**config.mk**
```make
export PLATFORM = sky130hd
export DESIGN_NAME = ascii_bus_command_parser
export DESIGN_NICKNAME = d
export VERILOG_FILES = /design/src/hw/rtl/abcp_pkg.sv /design/src/hw/rtl/ascii_bus_command_parser.sv /design/src/hw/rtl/abcp_datapath.sv /design/src/hw/rtl/abcp_ctrl.sv
export SDC_FILE = /design/constraint.sdc
export NUM_CORES = 1
export LEC_CHECK = 0
export ABC_AREA = 1
export BUFFER_PORTS_ARGS = -buffer_cell sky130_fd_sc_hd__buf_4
export CAP_MARGIN = 20
export CORE_UTILIZATION = 42
export CTS_BUF_LIST = sky130_fd_sc_hd__clkbuf_2
export CTS_CLUSTER_SIZE = 24
export DETAILED_ROUTE_END_ITERATION = 12
export HOLD_SLACK_MARGIN = 0.03
export PLACE_DENSITY_LB_ADDON = 0.3
export SLEW_MARGIN = 20
export SYNTH_ARGS = -nofsm -noshare
export SYNTH_HDL_FRONTEND = slang
export SYNTH_SLANG_ARGS = --single-unit
export TNS_END_PERCENT = 1
```
**constraint.sdc**
```tcl
create_clock -name clk -period 4.5 [get_ports clk]
set_clock_uncertainty 0.1 [all_clocks]
set_input_delay 0.225 -clock clk [delete_from_list [all_inputs] [get_ports clk]]
set_output_delay 0.225 -clock clk [all_outputs]
set_load 0.005 [all_outputs]
```
**src/hw/rtl/abcp_pkg.sv**
```systemverilog
`default_nettype none
// ----------------------------------------------------------------------------
// ASCII bus command parser package
// Shared constants, codes and types of the controller and the datapath.
// ----------------------------------------------------------------------------
package abcp_pkg;

    // Command geometry.
    localparam int ADDR_CHARS = 4;
    localparam int SEQ_BYTES  = 16;

    localparam int ADDR_CNT_W = $clog2(ADDR_CHARS + 1);
    localparam int ADDR_IDX_W = $clog2(ADDR_CHARS);
    localparam int SEQ_IDX_W  = $clog2(SEQ_BYTES);

    localparam int CHAR_W  = 8;
    localparam int ADDR_W  = 32;
    localparam int INDEX_W = 4;

    // Characters that steer the parser.
    localparam logic [CHAR_W-1:0] CH_R     = 8'h52;
    localparam logic [CHAR_W-1:0] CH_W     = 8'h57;
    localparam logic [CHAR_W-1:0] CH_B     = 8'h42;
    localparam logic [CHAR_W-1:0] CH_S     = 8'h53;
    localparam logic [CHAR_W-1:0] CH_COMMA = 8'h2C;
    localparam logic [CHAR_W-1:0] CH_HASH  = 8'h23;

    // Hex digit decoding offsets.
    localparam logic [CHAR_W-1:0] CH_NINE    = 8'd57;
    localparam logic [CHAR_W-1:0] OFS_DIGIT  = 8'd48;
    localparam logic [CHAR_W-1:0] OFS_LETTER = 8'd55;

    // Command kind reported with every result.
    typedef enum logic [1:0] {
        KIND_RB = 2'd0,
        KIND_RS = 2'd1,
        KIND_WB = 2'd2,
        KIND_WS = 2'd3
    } kind_t;

    // Commands from the controller to the datapath.
    typedef struct packed {
        logic                  addr_we;
        logic [ADDR_IDX_W-1:0] addr_idx;
        logic                  load_hi;
        logic                  add_lo;
        logic                  buf_we;
        logic [SEQ_IDX_W-1:0]  buf_idx;
        logic                  out_load;
        kind_t                 out_kind;
        logic [INDEX_W-1:0]    out_index;
        logic                  out_last;
    } abcp_cmd_t;

    // Status from the datapath to the controller.
    typedef struct packed {
        logic is_r;
        logic is_w;
        logic is_b;
        logic is_s;
        logic is_comma;
        logic is_hash;
        logic out_free;
    } abcp_stat_t;

    // Hex digit value without validation, modulo 256.
    function automatic logic [CHAR_W-1:0] hex_value(input logic [CHAR_W-1:0] c);
        logic [CHAR_W-1:0] ofs;
        ofs = (c <= CH_NINE) ? OFS_DIGIT : OFS_LETTER;
        return c - ofs;
    endfunction

endpackage
`default_nettype wire

```
**src/hw/rtl/ascii_bus_command_parser.sv**
```systemverilog
`default_nettype none
// ----------------------------------------------------------------------------
// ASCII bus command parser
// Parses RB, RS, WB and WS commands from a character stream into bus results.
// ----------------------------------------------------------------------------
// The parser takes one character word per cycle on the slave side while it is
// idle, parsing or waiting for '#'. When a command completes, the controller
// enters a drain phase in which the slave side is held off: the result words
// are moved one per cycle, unless the master side stalls, through a single
// output register, one word for RB, RS and WB and sixteen words for WS, read
// out of the sequence buffer in order. The slave side reopens in the cycle
// after the last word is loaded, even while that word still waits in the
// output register. The sequence buffer needs no clearing pass after reset,
// since a WS command writes every entry it reads. After a result the parser
// ignores every character up to and including the next '#', which returns
// it to the idle state.
// ----------------------------------------------------------------------------
module ascii_bus_command_parser (
    input  wire logic        clk,
    input  wire logic        rst_n,
    input  wire logic        s_tvalid,
    output logic             s_tready,
    input  wire logic [7:0]  s_tdata,   // [7:0] rx_char
    output logic             m_tvalid,
    input  wire logic        m_tready,
    output logic [47:0]      m_tdata,   // [31:0] address_chars, [39:32] data_byte,
                                        // [43:40] data_index, [47:44] zero
    output logic [1:0]       m_tuser,   // [1:0] cmd_kind
    output logic             m_tlast    // last
);
    import abcp_pkg::*;

    abcp_cmd_t          cmd;
    abcp_stat_t         stat;
    kind_t              out_kind;
    logic [ADDR_W-1:0]  out_addr;
    logic [CHAR_W-1:0]  out_data;
    logic [INDEX_W-1:0] out_index;

    // The controller owns the parse state and the counters; it decides which
    // datapath registers are written for every accepted character.
    abcp_ctrl u_ctrl (
        .clk      (clk),
        .rst_n    (rst_n),
        .in_valid (s_tvalid),
        .in_ready (s_tready),
        .stat     (stat),
        .cmd      (cmd)
    );

    // The datapath classifies the character, holds the address, the byte
    // being assembled and the sequence buffer, and drives the output register.
    abcp_datapath u_datapath (
        .clk       (clk),
        .rst_n     (rst_n),
        .rx_char   (s_tdata),
        .cmd       (cmd),
        .stat      (stat),
        .out_ready (m_tready),
        .out_valid (m_tvalid),
        .out_kind  (out_kind),
        .out_addr  (out_addr),
        .out_data  (out_data),
        .out_index (out_index),
        .out_last  (m_tlast)
    );

    assign m_tdata = {4'b0000, out_index, out_data, out_addr};
    assign m_tuser = out_kind;

    // A word that is not the last of its command is taken while the drain
    // still runs, so the slave side must stay closed.
    assert property (@(posedge clk) disable iff (!rst_n)
        (m_tvalid && m_tready && !m_tlast) |-> !s_tready)
        else $error("slave side open while a command still drains");

    // Once the last word is loaded the parser must reopen the slave side.
    assert property (@(posedge clk) disable iff (!rst_n)
        (cmd.out_load && cmd.out_last) |=> s_tready)
        else $error("slave side still closed after the final word");

    // Only a write sequence carries a nonzero byte position.
    assert property (@(posedge clk) disable iff (!rst_n)
        (m_tvalid && (out_index != '0)) |-> (out_kind == KIND_WS))
        else $error("byte position set on a single byte command");

    // A new word is loaded only when the output register is free.
    assert property (@(posedge clk) disable iff (!rst_n)
        (m_tvalid && !m_tready) |-> !cmd.out_load)
        else $error("output register overwritten while stalled");

endmodule
`default_nettype wire

```
**src/hw/rtl/abcp_datapath.sv**
```systemverilog
`default_nettype none
// ----------------------------------------------------------------------------
// ASCII bus command parser datapath
// Character classification, address store, byte accumulator, sequence
// buffer and the output register.
// ----------------------------------------------------------------------------
module abcp_datapath (
    input  wire logic                        clk,
    input  wire logic                        rst_n,
    input  wire logic [abcp_pkg::CHAR_W-1:0] rx_char,
    input  wire abcp_pkg::abcp_cmd_t         cmd,
    output abcp_pkg::abcp_stat_t             stat,
    input  wire logic                        out_ready,
    output logic                             out_valid,
    output abcp_pkg::kind_t                  out_kind,
    output logic [abcp_pkg::ADDR_W-1:0]      out_addr,
    output logic [abcp_pkg::CHAR_W-1:0]      out_data,
    output logic [abcp_pkg::INDEX_W-1:0]     out_index,
    output logic                             out_last
);
    import abcp_pkg::*;

    logic [CHAR_W-1:0] addr_store_reg [ADDR_CHARS];
    logic [CHAR_W-1:0] accum_reg;
    logic [CHAR_W-1:0] seq_mem [SEQ_BYTES];
    logic [CHAR_W-1:0] nib;
    logic [CHAR_W-1:0] sum;
    logic [ADDR_W-1:0] packed_addr;

    logic              valid_reg;
    kind_t             kind_reg;
    logic [ADDR_W-1:0] addr_reg;
    logic [CHAR_W-1:0] data_reg;
    logic [INDEX_W-1:0] index_reg;
    logic              last_reg;

    assign nib = hex_value(rx_char);
    assign sum = accum_reg + nib;

    always_comb
    begin
        stat.is_r     = (rx_char == CH_R);
        stat.is_w     = (rx_char == CH_W);
        stat.is_b     = (rx_char == CH_B);
        stat.is_s     = (rx_char == CH_S);
        stat.is_comma = (rx_char == CH_COMMA);
        stat.is_hash  = (rx_char == CH_HASH);
        stat.out_free = !valid_reg || out_ready;
    end

    // First address character ends up in the most significant byte.
    always_comb
    begin
        packed_addr = '0;
        for (int i = 0; i < ADDR_CHARS; i++)
        begin
            packed_addr = {packed_addr[ADDR_W-CHAR_W-1:0], addr_store_reg[i]};
        end
    end

    always_ff @(posedge clk or negedge rst_n)
    begin
        if (!rst_n)
        begin
            for (int i = 0; i < ADDR_CHARS; i++)
            begin
                addr_store_reg[i] <= '0;
            end
            accum_reg <= '0;
        end
        else
        begin
            if (cmd.addr_we)
            begin
                addr_store_reg[cmd.addr_idx] <= rx_char;
            end
            if (cmd.load_hi)
            begin
                accum_reg <= {nib[3:0], 4'b0000};
            end
            else if (cmd.add_lo)
            begin
                accum_reg <= sum;
            end
        end
    end

    always_ff @(posedge clk)
    begin
        if (cmd.buf_we)
        begin
            seq_mem[cmd.buf_idx] <= sum;
        end
    end

    always_ff @(posedge clk or negedge rst_n)
    begin
        if (!rst_n)
        begin
            valid_reg <= 1'b0;
        end
        else if (cmd.out_load)
        begin
            valid_reg <= 1'b1;
        end
        else if (out_ready)
        begin
            valid_reg <= 1'b0;
        end
    end

    always_ff @(posedge clk)
    begin
        if (cmd.out_load)
        begin
            kind_reg  <= cmd.out_kind;
            addr_reg  <= packed_addr;
            index_reg <= cmd.out_index;
            last_reg  <= cmd.out_last;
            case (cmd.out_kind)
                KIND_WS: data_reg <= seq_mem[cmd.buf_idx];
                KIND_RB: data_reg <= '0;
                default: data_reg <= accum_reg;
            endcase
        end
    end

    assign out_valid = valid_reg;
    assign out_kind  = kind_reg;
    assign out_addr  = addr_reg;
    assign out_data  = data_reg;
    assign out_index = index_reg;
    assign out_last  = last_reg;

endmodule
`default_nettype wire

```
**src/hw/rtl/abcp_ctrl.sv**
```systemverilog
`default_nettype none
// ----------------------------------------------------------------------------
// ASCII bus command parser controller
// Command state machine, character counters and the result drain sequencer.
// ----------------------------------------------------------------------------
module abcp_ctrl (
    input  wire logic                 clk,
    input  wire logic                 rst_n,
    input  wire logic                 in_valid,
    output logic                      in_ready,
    input  wire abcp_pkg::abcp_stat_t stat,
    output abcp_pkg::abcp_cmd_t       cmd
);
    import abcp_pkg::*;

    typedef enum logic [8:0] {
        ST_IDLE  = 9'b000000001,
        ST_GOT_R = 9'b000000010,
        ST_GOT_W = 9'b000000100,
        ST_RB    = 9'b000001000,
        ST_RS    = 9'b000010000,
        ST_WB    = 9'b000100000,
        ST_WS    = 9'b001000000,
        ST_WAIT  = 9'b010000000,
        ST_DRAIN = 9'b100000000
    } state_t;

    localparam logic [ADDR_CNT_W-1:0] ADDR_FULL = ADDR_CNT_W'(ADDR_CHARS);
    localparam logic [ADDR_CNT_W-1:0] ADDR_LAST = ADDR_CNT_W'(ADDR_CHARS - 1);
    localparam logic [SEQ_IDX_W-1:0]  SEQ_LAST  = SEQ_IDX_W'(SEQ_BYTES - 1);

    state_t                 state_reg, state_next;
    logic [ADDR_CNT_W-1:0]  addr_count_reg, addr_count_next;
    logic                   comma_reg, comma_next;
    logic [1:0]             phase_reg, phase_next;
    logic [SEQ_IDX_W-1:0]   byte_count_reg, byte_count_next;
    logic [SEQ_IDX_W-1:0]   drain_idx_reg, drain_idx_next;
    kind_t                  kind_reg, kind_next;
    logic                   accept;
    logic [SEQ_IDX_W-1:0]   drain_end;
    logic                   addr_room;

    assign in_ready  = (state_reg != ST_DRAIN);
    assign accept    = in_valid && in_ready;
    assign drain_end = (kind_reg == KIND_WS) ? SEQ_LAST : '0;
    assign addr_room = (addr_count_reg < ADDR_FULL);

    always_comb
    begin
        state_next      = state_reg;
        addr_count_next = addr_count_reg;
        comma_next      = comma_reg;
        phase_next      = phase_reg;
        byte_count_next = byte_count_reg;
        drain_idx_next  = drain_idx_reg;
        kind_next       = kind_reg;

        cmd           = '0;
        cmd.addr_idx  = addr_count_reg[ADDR_IDX_W-1:0];
        cmd.buf_idx   = byte_count_reg;
        cmd.out_kind  = kind_reg;

        case (state_reg)
            ST_IDLE:
            begin
                if (accept && stat.is_r)
                begin
                    state_next = ST_GOT_R;
                end
                else if (accept && stat.is_w)
                begin
                    state_next = ST_GOT_W;
                end
            end
            ST_GOT_R, ST_GOT_W:
            begin
                if (accept)
                begin
                    comma_next      = 1'b0;
                    phase_next      = '0;
                    byte_count_next = '0;
                    if (stat.is_b || stat.is_s)
                    begin
                        addr_count_next = '0;
                        if (state_reg == ST_GOT_R)
                        begin
                            state_next = stat.is_b ? ST_RB : ST_RS;
                        end
                        else
                        begin
                            state_next = stat.is_b ? ST_WB : ST_WS;
                        end
                    end
                    else
                    begin
                        state_next = ST_IDLE;
                    end
                end
            end
            ST_RB:
            begin
                if (accept)
                begin
                    cmd.addr_we     = addr_room;
                    addr_count_next = addr_count_reg + 1'b1;
                    if (addr_count_reg == ADDR_LAST)
                    begin
                        kind_next      = KIND_RB;
                        drain_idx_next = '0;
                        state_next     = ST_DRAIN;
                    end
                end
            end
            ST_RS, ST_WB, ST_WS:
            begin
                if (accept)
                begin
                    if (!comma_reg)
                    begin
                        if (addr_room)
                        begin
                            cmd.addr_we     = 1'b1;
                            addr_count_next = addr_count_reg + 1'b1;
                        end
                        else if (stat.is_comma)
                        begin
                            comma_next = 1'b1;
                        end
                    end
                    else if (phase_reg == 2'd0)
                    begin
                        cmd.load_hi = 1'b1;
                        phase_next  = 2'd1;
                    end
                    else if (state_reg != ST_WS)
                    begin
                        // Second digit of the single byte completes the command.
                        cmd.add_lo     = 1'b1;
                        comma_next     = 1'b0;
                        phase_next     = '0;
                        kind_next      = (state_reg == ST_RS) ? KIND_RS : KIND_WB;
                        drain_idx_next = '0;
                        state_next     = ST_DRAIN;
                    end
                    else if (phase_reg == 2'd1)
                    begin
                        cmd.add_lo = 1'b1;
                        cmd.buf_we = 1'b1;
                        phase_next = 2'd2;
                    end
                    else if (byte_count_reg != SEQ_LAST)
                    begin
                        if (stat.is_comma)
                        begin
                            phase_next      = '0;
                            byte_count_next = byte_count_reg + 1'b1;
                        end
                        else
                        begin
                            comma_next      = 1'b0;
                            phase_next      = '0;
                            byte_count_next = '0;
                            state_next      = ST_IDLE;
                        end
                    end
                    else
                    begin
                        // Any character after the final byte completes the sequence.
                        comma_next      = 1'b0;
                        phase_next      = '0;
                        byte_count_next = '0;
                        kind_next       = KIND_WS;
                        drain_idx_next  = '0;
                        state_next      = ST_DRAIN;
                    end
                end
            end
            ST_WAIT:
            begin
                if (accept && stat.is_hash)
                begin
                    state_next = ST_IDLE;
                end
            end
            ST_DRAIN:
            begin
                cmd.buf_idx   = drain_idx_reg;
                cmd.out_index = (kind_reg == KIND_WS) ? INDEX_W'(drain_idx_reg) : '0;
                cmd.out_last  = (drain_idx_reg == drain_end);
                if (stat.out_free)
                begin
                    cmd.out_load = 1'b1;
                    if (drain_idx_reg == drain_end)
                    begin
                        drain_idx_next = '0;
                        state_next     = ST_WAIT;
                    end
                    else
                    begin
                        drain_idx_next = drain_idx_reg + 1'b1;
                    end
                end
            end
            default:
            begin
                state_next = ST_IDLE;
            end
        endcase
    end

    always_ff @(posedge clk or negedge rst_n)
    begin
        if (!rst_n)
        begin
            state_reg      <= ST_IDLE;
            addr_count_reg <= '0;
            comma_reg      <= 1'b0;
            phase_reg      <= '0;
            byte_count_reg <= '0;
            drain_idx_reg  <= '0;
            kind_reg       <= KIND_RB;
        end
        else
        begin
            state_reg      <= state_next;
            addr_count_reg <= addr_count_next;
            comma_reg      <= comma_next;
            phase_reg      <= phase_next;
            byte_count_reg <= byte_count_next;
            drain_idx_reg  <= drain_idx_next;
            kind_reg       <= kind_next;
        end
    end

endmodule
`default_nettype wire

```
# [Word level (Yosys, flattened, before mapping)]
# Memories as Yosys holds them, arrays and structs flattened.
# Cells that the tools add are included.
[totals] reg_bits=113 ram_bits=128 input_bits=12 out_inout_bits=53 elab_cells=196 n_memories=1
[memory_table] name="u_datapath.seq_mem" words=16 width=8 rd=1 rd_clocked_by_memory_dff=0 wr=1 line_no="abcp_datapath.sv:25" text="logic [CHAR_W-1:0] seq_mem [SEQ_BYTES];"
[op_classes] n_addsub=5 magnitude_cmp=4 n_eq_ne=40 mux=101 n_bitwise=1 n_reduce_logical=26
[ops] cell="9-bit 2-to-1 mux" n=17
[ops] cell="4-bit 2-to-1 mux" n=19
[ops] cell="9-bit one-hot mux with 6 select lines" n=1
[ops] cell="2-bit 2-to-1 mux" n=17
[ops] cell="32-bit bitwise mux" n=1
[ops] cell="8-bit by 7-bit equality test with 1-bit output (second input constant)" n=4
[ops] cell="3-bit 2-to-1 mux" n=10
[ops] cell="8-bit 2-to-1 mux" n=3
[ops] cell="1-bit 2-to-1 mux" n=21
[ops] cell="2-bit by 1-bit inequality test with 1-bit output (second input constant)" n=9
[ops] cell="8-bit demux with 2-bit select" n=1
[ops] cell="8-bit by 6-bit equality test with 1-bit output (second input constant)" n=2
[ops] cell="8-bit one-hot mux with 2 select lines" n=1
[ops] cell="7-bit AND reduction" n=2
[ops] cell="4-bit one-hot mux with 3 select lines" n=1
[ops] cell="12-bit AND reduction" n=1
[ops] cell="5-bit 2-to-1 mux" n=2
[ops] cell="2-bit inequality test (second input constant)" n=5
[ops] cell="9-bit by 1-bit equality test with 1-bit output (second input constant)" n=1
[ops] cell="9-bit by 2-bit equality test with 1-bit output (second input constant)" n=1
[ops] cell="9-bit by 3-bit equality test with 1-bit output (second input constant)" n=1
[ops] cell="9-bit by 4-bit equality test with 1-bit output (second input constant)" n=1
[ops] cell="9-bit by 5-bit equality test with 1-bit output (second input constant)" n=1
[ops] cell="9-bit by 6-bit equality test with 1-bit output (second input constant)" n=1
[ops] cell="40 further kinds" n=54

# [Depth between registers and ports, before layout]
[logic_depth] word_depth=9 mapped_depth=19 depth_no_buf=19

# [Cells and area by module]
# A second synthesis with hierarchy kept.
[hier_totals] cells_unflattened=972 area_unflattened_um2=10637.7
[by_module_without_submodules] module="abcp_datapath" instances=1 cells_per_inst=679 area_per_inst_um2=8698.3 seq_area_each_um2=6281.0
[by_module_without_submodules] module="abcp_ctrl" instances=1 cells_per_inst=288 area_per_inst_um2=1905.6 seq_area_each_um2=626.9
[by_module_without_submodules] module="ascii_bus_command_parser" instances=1 cells_per_inst=5 area_per_inst_um2=33.8 seq_area_each_um2=0.0

# [Worst setup path after synthesis]
# Ideal clock, no wire load.
[synth_path] kind="register to register" from="reg u_ctrl.state_reg[4]" to="reg u_datapath.addr_reg[0], in the netlist u_datapath.out_addr[0] (enable)" setup_time_ps=452 arrival_time_ps=3202 required_ps=3948 path_slack_ps=746 path_stages_with_launch=8 n_path_buf=2 synth_period_minus_slack_ps=3754 path_cell_list="dfrtp_1 > nor2_2 > nand2_1 > nor2_2 > nand2_2 > buf_6 > clkbuf_1 > nor2_1"
[synth_rtl] item="start, declared" line_no="abcp_ctrl.sv:32" text="state_t state_reg, state_next;"
[synth_rtl] item="start signal, assigned" line_no="abcp_ctrl.sv:225" text="state_reg <= state_next;"
[synth_rtl] item="end signal, assigned" line_no="abcp_datapath.sv:117" text="addr_reg <= packed_addr;"
[synth_rtl] item="end, declared" line_no="abcp_datapath.sv:32" text="logic [ADDR_W-1:0] addr_reg;"

# [Worst setup path in the final report]
[layout_path] from="reg u_ctrl.state_reg[0]" to="mem u_datapath.seq_mem[2][3] (enable)"
[layout_via] elab_chain_len=8 elab_cells_between_ends=16 cone_classes="6 x eq/ne; 8 x mux; 2 x reduce/logical"
[layout_lines] item="9-bit by 7-bit inequality test with 1-bit output" line_no="abcp_ctrl.sv:135" text="else if (state_reg != ST_WS)"
[layout_lines] item="1-bit 2-to-1 mux" line_no="abcp_ctrl.sv:135"
[layout_lines] item="2-bit 2-to-1 mux" line_no="abcp_ctrl.sv:130" text="else if (phase_reg == 2'd0)"
[layout_lines] item="3-bit 2-to-1 mux" line_no="abcp_ctrl.sv:118" text="if (!comma_reg)"
[layout_lines] item="3-bit 2-to-1 mux" line_no="abcp_ctrl.sv:116" text="if (accept)"
[layout_lines] item="3-bit 2-to-1 mux" line_no="abcp_ctrl.sv:63" text="case (state_reg)"
[layout_lines] item="1-bit 2-to-1 mux" line_no="abcp_datapath.sv:90" text="if (cmd.buf_we)"
[layout_lines] item="1-bit 2-to-1 mux (not written as such)" line_no="abcp_datapath.sv:92" text="seq_mem[cmd.buf_idx] <= sum;"
[layout_lines] item="end, declared" line_no="abcp_datapath.sv:25"
# Several ways; a longest one is shown, not always the timed one.

==> summary.md <==
| Metric | Value |
|---|---|
| Port Buf Inserts | 60 |
| Worst vdd ir | 0.000137 V |
| Lkg Pwr | 6.22 nW |
| CP Launch Point | u_ctrl.state_reg[0]$_DFFE_PN1P_ |
| Max reg flops | 128 |
| Initial Utilization | 0.426 |
| CP endpoint | u_datapath.seq_mem[2][3]$_DFFE_PP_ |
| Power Density | 347 nW/um^2 |
| First-pass GRT wire length | 44600 um |
| Layout area overhead | 13.6% |
| Placeable Area | 26900 sq um |
| CP Launch Type | flip-flop |
| Setup TNS | 0 ns |
| Path depth of the worst reg2reg path | 10 |
| Clk sinks | 241 |
| DRC Markers | 0 |
| Area leader, netlist | edfxtp_1 |
| Largest net degree at the start of global routing | 66 |
| Remaining global-route overflow | 0 |
| Fin nets | 1386 |
| Endpoint class of the critical path | flip-flop |
| Final worst path period share | 0.782 |
| Avg WL per Cell | 15.9 um |
| Die area | 27900 sq um |
| Pwr Total | 4.51 mW |
| Deepest clock path buffer count | 3 |
| DP Area | 12300 sq um |
| Post-Synth Adder-Cell Area | 0.0242 |
| Avg Cell Area, Syn | 9.32 sq um |
| Initial drt markers | 629 |
| DRT antenna net count | 0 |
| FFs w/ async S/R, synth | 0.274 |
| Yosys reg bits | 241 |
| Post_cts resized | 0 |
| Total CTS buffers | 59 |
| Post-Syn Area | 11500 sq um |
| DP Cell Count | 1615 |
| # rows | 60 |
| Utilization after layout | 0.484 |
| RR Endpoint | u_datapath.seq_mem[2][3]$_DFFE_PP_ |
| Hold path start | s_tdata[0] |
| Worst hold path type | input port to flip-flop |
| Fillcell total | 2541 |
| Root buffer selected by CTS | clkbuf_2 |
| Dpl hpwl | 18600 um |
| Skew-Pair Late Insertion Delay | 0.87 ns |
| Arrival time worst endpoint | 3.85 ns |
| Initial antenna violation count | 1 |
| Sequential area share after synthesis | 0.603 |
| Final hold vios | 0 |
| Die W | 167 um |
| GRT Total Usage | 0.203 |
| Final WS setup | 0.979 ns |
| Fin crit period | 3.52 ns |
| Post-synth top cells | nand2_1 (390), inv_1 (194), edfxtp_1 (175), nand3_1 (117), dfrtp_1 (65) |
| Run status | finished clean |
| RSZ-0062 raised after global routing | no |
| Post-CTS setup buffers | 0 |
| Routability Congestion | 0.901 |
| Pre-CTS setup slack | 0.836 ns |
| Routed WL | 27600 um |
| # IOs | 65 |
| Top-count cell post-synth | nand2_1 |
| H-tree depth | 2 |
| Fin Hold WS | 0.237 ns |
| Critical path data required time | 4.83 ns |
| Slew Limit Fails | 0 |
| Least-Margin Pin Slew | 1.07 ns |
| Syn Inst Count | 1230 |
| CP max FO | 20 |
| Vias in the first global route | 8455 |
| Worst-path clk slew | 0.12 ns |
| Final Cell Area | 13000 sq um |
| EDFF count, synth | 175 |
| Largest family of logic cells by synthesized area | simple AND/OR/NAND/NOR gates |
| Fmax | 284 MHz |
| DR vias/cell | 4.95 |
| Post-synth top area share | 0.459 |
| Max-capacitance violation count | 0 |
| Final setup viols | 0 |
| Slew HR | 0.283 |
| Synth Area in Simple Gates | 0.234 |
| Synth warn | 0 |
| Worst R2R Start | u_ctrl.state_reg[0]$_DFFE_PN1P_ |
| CTS tree | yes |
| XOR/XNOR Fraction of Synth Area | 0.00994 |
| Via count | 8601 |
| Layout cell share with drive strength beyond 1 | 0.150 |
| WS Path Type | flip-flop to flip-flop |
| Setup slack, reg-to-reg | 0.98 ns |
| Die Ht | 167 um |
| Unique cell type count in the Yosys netlist | 41 |
| Main synth FF type | edfxtp_1 |
| Area contributors post-synth | edfxtp_1 (46%), dfrtp_1 (14%), nand2_1 (13%), inv_1 (6.4%), nand3_1 (5.1%) |
| Post-synthesis compound-gate area fraction | 0.0480 |
| Fraction of synthesized area in multiplexers | 0 |
| Non-filler cells, final | 1739 |
| First-pass detailed-route iteration total | 5 |
critical path: stages, from the launching register on:
cell     delay, ns
dfstp_2       0.54
nor2_1        0.06
nand2_1       0.16
inv_2         0.09
nand2_2       0.37
nand2_2       0.17
inv_1         0.18
nand2_2       0.12
nor2_1        0.34
nand3_1       0.30
nor2_1        0.65
repair_timing:
action,4_1_cts,5_1_grt
hold endpoints to repair,130,0
hold buffers,18,0
endpoints found under the setup margin,0,0
power by group:
part,switching (mW),internal [mW]
Clock,0.875,0.501
Sequential,0.0828,2.57
Combinational,0.329,0.155
logic make-up (layout without fill, tap and decap cells):
| logic type | after synthesis | in the layout |
|---|---|---|
| flip-flops | 241 | 241 |
| XOR/XNOR | 13 | 13 |
| other | 1 | 5 |
| AO/OA/AOI/OAI | 97 | 97 |
| AND/OR/NAND/NOR | 623 | 623 |
| buffers and inverters | 234 | 398 |
| adder cells (fa/ha/maj) | 21 | 21 |
placed cells by master (no fill, tap or decap), types with 7 or more instances in the layout:
cell type	count
or2_2	7
nand2_2	7
inv_1	194
clkinv_1	15
a21oi_1	11
edfxtp_1	175
o21ai_1	7
nor3_1	8
nand3b_1	8
dfrtp_1	65
clkbuf_2	82
o21ai_0	56
nor2_2	7
ha_1	19
buf_4	79
nand3_1	117
nand2_1	390
dlygate4sd3_1	17
o21bai_1	10
nor2_1	57
xor2_1	11
cell type report:
type	count	area [sq um]	area share
antenna	1	2.50	0.000192
clock buffer	82	410	0.0315
clock inverter	23	97.6	0.00750
inverter	196	736	0.0565
multi-input combinational	758	3650	0.280
sequential	241	6910	0.531
tap	341	427	0.0328
timing repair buffer	97	791	0.0607
how the worst min path moves through the flow:
stage	endpoint	slack, ns	depth (start not counted)
after floorplan	u_ctrl.addr_count_reg[0]$_DFFE_PN0P_	-0.17	0
after global placement	u_datapath.addr_store_reg[18]$_DFFE_PN0P_	0.28	1
after detailed placement	u_datapath.addr_store_reg[18]$_DFFE_PN0P_	0.29	1
after CTS	u_datapath.addr_store_reg[23]$_DFFE_PN0P_	0.16	4
after global routing	u_datapath.addr_store_reg[24]$_DFFE_PN0P_	0.20	4
final	u_datapath.addr_store_reg[24]$_DFFE_PN0P_	0.24	4
routing by layer:
| metal | GRT usage | vias to the layer above | wire, um |
|---|---|---|---|
| li1 | - | 4245 | - |
| met5 | 0 | - | 0 |
| met3 | 0.0352 | 68 | 1410 |
| met4 | 0.0834 | 0 | 904 |
| met1 | 0.261 | 4034 | 12200 |
| met2 | 0.339 | 254 | 13100 |
(Power assumes the default switching activity.)
